<file path="config.mk">
export PLATFORM = sky130hd
export DESIGN_NAME = positional_list_engine_core
export DESIGN_NICKNAME = d
export VERILOG_FILES = /design/src/rtl/ple_pkg.sv /design/src/rtl/ple_ctrl.sv /design/src/rtl/ple_datapath.sv /design/src/rtl/positional_list_engine_core.sv
export SDC_FILE = /design/constraint.sdc
export NUM_CORES = 2
export LEC_CHECK = 0
export BUFFER_PORTS_ARGS = -buffer_cell sky130_fd_sc_hd__buf_2
export CORE_MARGIN = 2
export CORE_UTILIZATION = 50
export CTS_BUF_LIST = sky130_fd_sc_hd__clkbuf_8
export DETAILED_ROUTE_END_ITERATION = 12
export GPL_ROUTABILITY_DRIVEN = 0
export PLACE_DENSITY = 0.68
export SLEW_MARGIN = 40
export SYNTH_ARGS = -nofsm -noshare
export SYNTH_HDL_FRONTEND = slang
export SYNTH_SLANG_ARGS = --single-unit
</file>
<file path="constraint.sdc">
create_clock -name clk -period 5.1 [get_ports clk]
set_input_delay 0.255 -clock clk [delete_from_list [all_inputs] [get_ports clk]]
set_output_delay 0.255 -clock clk [all_outputs]
set_load 0.01 [all_outputs]
</file>
<file path="src/rtl/ple_pkg.sv">
// Package for the positional list engine.
// Holds the action and status codes, controller state and command types.
// Used by ple_ctrl, ple_datapath and positional_list_engine_core.
`default_nettype none

package ple_pkg;

  localparam logic [2:0] ACT_INS_HEAD = 3'd0;
  localparam logic [2:0] ACT_INS_TAIL = 3'd1;
  localparam logic [2:0] ACT_INS_AT   = 3'd2;
  localparam logic [2:0] ACT_DEL_HEAD = 3'd3;
  localparam logic [2:0] ACT_DEL_TAIL = 3'd4;
  localparam logic [2:0] ACT_DEL_AT   = 3'd5;
  localparam logic [2:0] ACT_SEARCH   = 3'd6;

  localparam logic [1:0] STS_DONE  = 2'd0;
  localparam logic [1:0] STS_FULL  = 2'd1;
  localparam logic [1:0] STS_EMPTY = 2'd2;

  localparam int unsigned POS_W   = 5;
  localparam int unsigned COUNT_W = 5;

  typedef enum logic [1:0] {
    ST_IDLE,
    ST_EXEC,
    ST_REDUCE,
    ST_OUT
  } state_t;

  typedef struct packed {
    logic load;
    logic exec;
    logic reduce;
  } ctrl_cmd_t;

endpackage

`default_nettype wire

</file>
<file path="src/rtl/ple_ctrl.sv">
// Controller state machine of the positional list engine.
// Sequences load, execute, reduce and output; depends on ple_pkg.
`default_nettype none

module ple_ctrl (
  input  wire logic              clk,
  input  wire logic              rst,
  input  wire logic              s_axis_tvalid,
  output logic                   s_axis_tready,
  output logic                   m_axis_tvalid,
  input  wire logic              m_axis_tready,
  output ple_pkg::ctrl_cmd_t     cmd
);
  import ple_pkg::*;

  state_t state;
  state_t state_next;

  always_ff @(posedge clk) begin
    if (rst) begin
      state <= ST_IDLE;
    end else begin
      state <= state_next;
    end
  end

  always_comb begin
    state_next = state;
    unique case (state)
      ST_IDLE: begin
        if (s_axis_tvalid) begin
          state_next = ST_EXEC;
        end
      end
      ST_EXEC:   state_next = ST_REDUCE;
      ST_REDUCE: state_next = ST_OUT;
      ST_OUT: begin
        if (m_axis_tready) begin
          state_next = ST_IDLE;
        end
      end
      default:   state_next = ST_IDLE;
    endcase
  end

  always_comb begin
    s_axis_tready = 1'b0;
    m_axis_tvalid = 1'b0;
    cmd           = '0;
    unique case (state)
      ST_IDLE: begin
        s_axis_tready = 1'b1;
        cmd.load      = s_axis_tvalid;
      end
      ST_EXEC:   cmd.exec = 1'b1;
      ST_REDUCE: cmd.reduce = 1'b1;
      ST_OUT:    m_axis_tvalid = 1'b1;
      default: begin
        s_axis_tready = 1'b0;
      end
    endcase
  end

endmodule

`default_nettype wire

</file>
<file path="src/rtl/ple_datapath.sv">
// Datapath of the positional list engine: a row of shifting cells,
// the list length, a match vector and the result register. Depends on ple_pkg.
`default_nettype none

module ple_datapath #(
  parameter int unsigned DEPTH = 16
) (
  input  wire logic                           clk,
  input  wire logic                           rst,
  input  wire ple_pkg::ctrl_cmd_t             cmd,
  input  wire logic [2:0]                     action,
  input  wire logic [ple_pkg::POS_W-1:0]      position,
  input  wire logic signed [31:0]             value,
  output logic                                found,
  output logic [ple_pkg::COUNT_W-1:0]         count,
  output logic [1:0]                          status,
  output logic [$clog2(DEPTH+1)-1:0]          len
);
  import ple_pkg::*;

  localparam int unsigned LW = $clog2(DEPTH + 1);
  localparam int unsigned IW = $clog2(DEPTH);
  localparam int unsigned CW = (LW > POS_W) ? LW : POS_W;

  logic [2:0]        act_r;
  logic [POS_W-1:0]  pos_r;
  logic [31:0]       val_r;
  logic [31:0]       cells [DEPTH];
  logic [DEPTH-1:0]  match;
  logic [LW-1:0]     len_next;
  logic [1:0]        sts_next;
  logic              do_ins;
  logic              do_del;
  logic [IW-1:0]     idx;
  logic [CW-1:0]     len_ext;
  logic [CW-1:0]     pos_ext;
  logic [CW-1:0]     last_ext;
  logic [CW-1:0]     sel;

  always_ff @(posedge clk) begin
    if (cmd.load) begin
      act_r <= action;
      pos_r <= position;
      val_r <= value;
    end
  end

  assign len_ext  = CW'(len);
  assign pos_ext  = CW'(pos_r);
  assign last_ext = len_ext - CW'(1);

  always_comb begin
    do_ins   = 1'b0;
    do_del   = 1'b0;
    sts_next = STS_DONE;
    len_next = len;
    sel      = '0;
    case (act_r) inside
      ACT_INS_HEAD, ACT_INS_TAIL, ACT_INS_AT: begin
        if (len_ext == CW'(DEPTH)) begin
          sts_next = STS_FULL;
        end else begin
          do_ins   = 1'b1;
          len_next = len + LW'(1);
          if (act_r == ACT_INS_TAIL) begin
            sel = len_ext;
          end else if (act_r == ACT_INS_AT) begin
            sel = (pos_ext < len_ext) ? pos_ext : len_ext;
          end
        end
      end
      ACT_DEL_HEAD, ACT_DEL_TAIL, ACT_DEL_AT: begin
        if (len == '0) begin
          sts_next = STS_EMPTY;
        end else begin
          do_del   = 1'b1;
          len_next = len - LW'(1);
          if (act_r == ACT_DEL_TAIL) begin
            sel = last_ext;
          end else if (act_r == ACT_DEL_AT) begin
            sel = (pos_ext < last_ext) ? pos_ext : last_ext;
          end
        end
      end
      default: begin
        sts_next = STS_DONE;
      end
    endcase
    idx = sel[IW-1:0];
  end

  for (genvar g = 0; g < DEPTH; g++) begin : g_cell
    always_ff @(posedge clk) begin
      if (cmd.exec) begin
        if (do_ins) begin
          if (IW'(g) == idx) begin
            cells[g] <= val_r;
          end else if (IW'(g) > idx) begin
            if (g > 0) begin
              cells[g] <= cells[(g > 0) ? g - 1 : 0];
            end
          end
        end else if (do_del) begin
          if (IW'(g) >= idx && g < DEPTH - 1) begin
            cells[g] <= cells[(g < DEPTH - 1) ? g + 1 : g];
          end
        end
      end
    end

    always_ff @(posedge clk) begin
      if (cmd.exec) begin
        match[g] <= (act_r == ACT_SEARCH) && (CW'(g) < len_ext) && (cells[g] == val_r);
      end
    end
  end

  always_ff @(posedge clk) begin
    if (rst) begin
      len <= '0;
    end else if (cmd.exec) begin
      len <= len_next;
    end
  end

  always_ff @(posedge clk) begin
    if (cmd.exec) begin
      status <= sts_next;
    end
    if (cmd.reduce) begin
      found <= |match;
    end
  end

  assign count = len_ext[COUNT_W-1:0];

endmodule

`default_nettype wire

</file>
<file path="src/rtl/positional_list_engine_core.sv">
// Positional list engine: an ordered list of signed 32-bit values kept in a row of shifting cells.
// After the input transaction the engine executes the shift and compares every cell, then
// reduces the match vector into the result register that is offered at the output.
// A new transaction is taken only once the result of the last one has been taken at the output.
// Synchronous reset empties the list; cell contents are left as they are and never read.
`default_nettype none

module positional_list_engine_core #(
  parameter int unsigned DEPTH = 16
) (
  input  wire logic        clk,
  input  wire logic        rst,
  input  wire logic        s_axis_tvalid,
  output logic             s_axis_tready,
  input  wire logic [39:0] s_axis_tdata,  // action[2:0], position[7:3], value[39:8]
  output logic             m_axis_tvalid,
  input  wire logic        m_axis_tready,
  output logic [7:0]       m_axis_tdata   // found[0], count[5:1], status[7:6]
);
  import ple_pkg::*;

  localparam int unsigned LEN_W = $clog2(DEPTH + 1);

  ctrl_cmd_t          cmd;
  logic               found;
  logic [COUNT_W-1:0] count;
  logic [1:0]         status;
  logic [LEN_W-1:0]   len;

  ple_ctrl u_ctrl (
    .clk           (clk),
    .rst           (rst),
    .s_axis_tvalid (s_axis_tvalid),
    .s_axis_tready (s_axis_tready),
    .m_axis_tvalid (m_axis_tvalid),
    .m_axis_tready (m_axis_tready),
    .cmd           (cmd)
  );

  ple_datapath #(
    .DEPTH (DEPTH)
  ) u_datapath (
    .clk      (clk),
    .rst      (rst),
    .cmd      (cmd),
    .action   (s_axis_tdata[2:0]),
    .position (s_axis_tdata[7:3]),
    .value    (s_axis_tdata[39:8]),
    .found    (found),
    .count    (count),
    .status   (status),
    .len      (len)
  );

  assign m_axis_tdata = {status, count, found};

`ifndef SYNTHESIS
  a_len_bound: assert property (@(posedge clk) disable iff (rst)
    len <= LEN_W'(DEPTH))
    else $error("list length exceeds depth");

  a_one_at_a_time: assert property (@(posedge clk) disable iff (rst)
    (s_axis_tvalid && s_axis_tready) |=> !s_axis_tready)
    else $error("second transaction taken while one is in flight");

  a_full_status: assert property (@(posedge clk) disable iff (rst)
    (m_axis_tvalid && status == STS_FULL) |-> (len == LEN_W'(DEPTH)))
    else $error("full status reported on a list that is not full");

  a_found_done: assert property (@(posedge clk) disable iff (rst)
    (m_axis_tvalid && found) |-> (status == STS_DONE))
    else $error("found flag raised with an ignored operation");
`endif

endmodule

`default_nettype wire

</file>
==> summary.txt <==
Clock tree
  • Clock buffer depth: 3
  • Post-CTS sizing: 0
  • Clock latency on the worst-skew pair: between 0.7 and 0.8 ns
  • Clock Sinks: 578
  • Hold_buf cts: 43
  • Postcts setup bufs: 0
  • CTS root buffer: clkbuf_8
  • CTS tree: built
  • CTS buffer count: 102
  • H-tree levels: 3
  • Reg clk slew, reported paths: 0.06 ns

Pwr
  • Power Density: 621 mW/mm²
  • Switching portion of total power: 0.434
  • P_leak: 0.0143 µW
  • Reg power frac: 0.421
  • Psw: between 10000 and 15000 µW
  • Internal Pwr Total: 13600 µW
  • Worst vdd ir: 325 µV
  • Combinational share of power: 0.415
  • Clk pwr share: 0.165

STA
  • Final worst path period share: 0.906
  • Max Clk Rate: approximately 220 MHz
  • Final count of hold timing violations: 0
  • RSZ-0062 raised after global routing: no
  • Final Slew Violations: 0
  • Rel. slew slack: 0.292
  • Final TNS setup: 0 ns
  • Worst Max-Slew Pin Slew: 1.05 ns
  • Setup Skew: around 0.033 ns
  • Setup-failing EPs final: 0
  • Fin crit period: 4.62 ns

Global route
  • GRT overflow: 0
  • Global-route wire length before repair: 181000 µm
  • Total track usage: 0.341
  • Largest net degree at the start of global routing: 67
  • Initial antenna violation count: 6
  • Vias in the first global route: 28100

Worst setup path
  • Reg2reg path depth: 15
  • Reg2reg end: u_datapath.cells[0][48]$_DFFE_PP_
  • CP max FO: 32
  • Slowest CP cell: mux2i_1
  • FF-to-FF Start: u_datapath.count[0]$_SDFFE_PP0P_
  • Setup crit end kind: flop
  • Crit Path Class: flop to flop
  • Data arrival time of the critical path: 5.07 ns
  • WP buf/inv: 4
  • Critical Path End: u_datapath.cells[0][48]$_DFFE_PP_
  • Critical path's largest stage delay: about 0.53 ns
  • Crit-path leading delay family: simple AND/OR/NAND/NOR gates
  • Required time worst endpoint: 5.55 ns
  • Logic depth of the worst setup path including buffers: 15
  • Crit start category: flop
  • FF-to-FF setup slack: 0.48 ns
  • CP startpoint: u_datapath.count[0]$_SDFFE_PP0P_
  • CP cell instances: inv_1 -> ha_1 -> xor2_1 -> inv_1 -> ha_1 -> a21oi_1 -> a2111oi_2 -> nor4_1 -> mux2i_1 -> nand2_1 -> buf_4 -> or3_2 -> buf_4 -> mux2i_1 -> a21oi_1

Route
  • Routed wl met2: approximately 56000 µm
  • Post-route DRC violation count: 0
  • DR top layer: met5
  • Final WL: 124000 µm
  • Metal3 WL: between 10000 and 15000 µm
  • 1st-pass router iterations: 6
  • Wirelength per Cell: 28.4 µm
  • Vias per cell: 6.59
  • Routed Antenna Nets: 0
  • Vias: around 29000
  • Post-Route M1 WL: 45800 µm
  • Initial drt markers: between 4000 and 5000

Yosys
  • Synth area leaders: edfxtp_1 (49%), mux2i_1 (8.3%), xor2_1 (8.1%)
  • Post-Syn Area: between 0.03 and 0.04 mm²
  • Post-synthesis mux area share: 0.104
  • Main combinational cell family by area after synthesis: XOR/XNOR gates
  • Ys flop type: edfxtp_1
  • Post-synth ARST share: 0
  • Complex-gate fraction of the synthesized area: 0.102
  • Area share of the leading cell type in the synthesized netlist: 0.493
  • Mapped Nets: 3404
  • Post-synth cell types: 65
  • Area leader, netlist: edfxtp_1
  • Post-synthesis sequential area ratio: 0.497
  • Gate count of the mapped netlist: 3346
  • Synth Area in Simple Gates: 0.123
  • Most frequent cell after synthesis: edfxtp_1
  • List of most frequent post-synthesis cells: edfxtp_1 (571), nor2_1 (347), a21oi_1 (340)
  • YS warnings: 0
  • Adder-cell share of the synthesized area: 0.00532
  • Post-synth EDFFs: 571
  • Synthesized area per cell: ~10 µm²
  • Synth Area in XOR/XNOR: 0.130
  • Register bit total from synthesis: just under 600

Layout
  • Layout cells sized above 1: 0.125
  • P&R area growth vs syn: 10.9%
  • Net count, final: 3418
  • Fillers: approximately 5900
  • Reg area: 0.0173 mm²
  • Fin util: 0.562
  • Area of the multi-input gates: 0.0164 mm²

Die
  • Die Ht: 268 µm
  • Die X-Extent: 268 µm
  • Initial cell density of the core: 0.506
  • Core footprint: approximately 0.069 mm²
  • Rows: 96
  • Ports: 54
  • Die area: between 0.07 and 0.08 mm²

Hold path
  • HP Class: input pin to flop

Status
  • Status: completed

Placed design
  • Dpl hpwl: between 80000 and 90000 µm
  • IO Port Bufs: 53

Job
  • Number of max-cap violations: 0
power groups by stage:
stage                     Combinational [µW]  Clock (µW)  Sequential [µW]
after global routing                   10600        4150            10100
after global placement                  9240           0            10000
final                                   9940        3950            10100
after CTS                               9690        3970             9910
after detailed placement                9630           0             9990
after floorplan                         6910           0             8940
kinds of logic after synthesis:
| family | Yosys count |
|---|---|
| AND/OR/NAND/NOR | 925 |
| AO/OA/AOI/OAI | 618 |
| flip-flops | 578 |
| XOR/XNOR | 518 |
| multiplexers | 354 |
| buffers and inverters | 338 |
| adder cells (fa/ha/maj) | 15 |
registers in the layout (all words and copies together), names as in the netlist:
name                count
u_datapath.found        1
u_datapath.count        5
u_datapath.val_r       32
u_datapath.cells      512
u_datapath.status       2
u_datapath.act_r        3
u_datapath.match       16
u_ctrl.state            2
u_datapath.pos_ext      5
area by class of cell:
cell class,count,area share
inverters,14,0.00136
flip-flops and latches,578,0.448
diodes,3,0.000195
well taps,931,0.0302
repair buffers,234,0.0491
clock inverters,76,0.00866
clock buffers,104,0.0371
multi-input cells,2430,0.425
cells in the final DEF, fill, tap and decap left out, types with 8 or more instances in the layout:
cell type        n
inv_1           47
dlygate4sd3_1   43
nand2_1        180
xor2_1         320
a21oi_1        334
clkinv_1        28
edfxtp_1       571
and2_1          26
o21ai_0         98
nor3_1         101
buf_4          121
nand3_1         82
xnor2_1        198
nor4_1          89
a31oi_1        111
mux2_2          64
buf_2           53
buf_12           9
clkinv_2         8
nand4_1         65
nor2_1         340
clkbuf_8       104
mux2i_1        290
a221o_1         18
ha_1            14
per-layer routing:
layer	global-route usage	up-vias
met5	0	-
met4	0.188	2
met3	0.0875	548
met2	0.532	2182
met1	0.436	13900
li1	-	12200
metrics by stage:
| stage | instances | setup WS, ns | hold WS, ns | total power [µW] | cell area (µm²) |
|---|---|---|---|---|---|
| 6_report | 4370 | 0.481 | 0.216 | 24000 | 38600 |
| 5_1_grt | 4368 | 0.218 | 0.217 | 24800 | 38600 |
| 4_1_cts | 4366 | 0.583 | 0.193 | 23600 | 38600 |
| 3_5_place_dp | 4143 | 0.588 | 0.433 | 19600 | 36400 |
| 3_3_place_gp | 4136 | 0.635 | 0.431 | 19200 | 36200 |
| 2_1_floorplan | 3346 | 0.0519 | 0.324 | 15800 | 34800 |
worst min-delay path by stage:
stage,from,endpoint,cells after the start
final,s_axis_tdata[17],u_datapath.val_r[9]$_DFFE_PP_,2
after global placement,s_axis_tdata[23],u_datapath.val_r[15]$_DFFE_PP_,1
after CTS,s_axis_tdata[37],u_datapath.val_r[29]$_DFFE_PP_,2
after global routing,s_axis_tdata[17],u_datapath.val_r[9]$_DFFE_PP_,2
after detailed placement,s_axis_tdata[23],u_datapath.val_r[15]$_DFFE_PP_,1
after floorplan,rst,u_datapath.count[4]$_SDFFE_PP0P_,1
(Power assumes the default switching activity.)
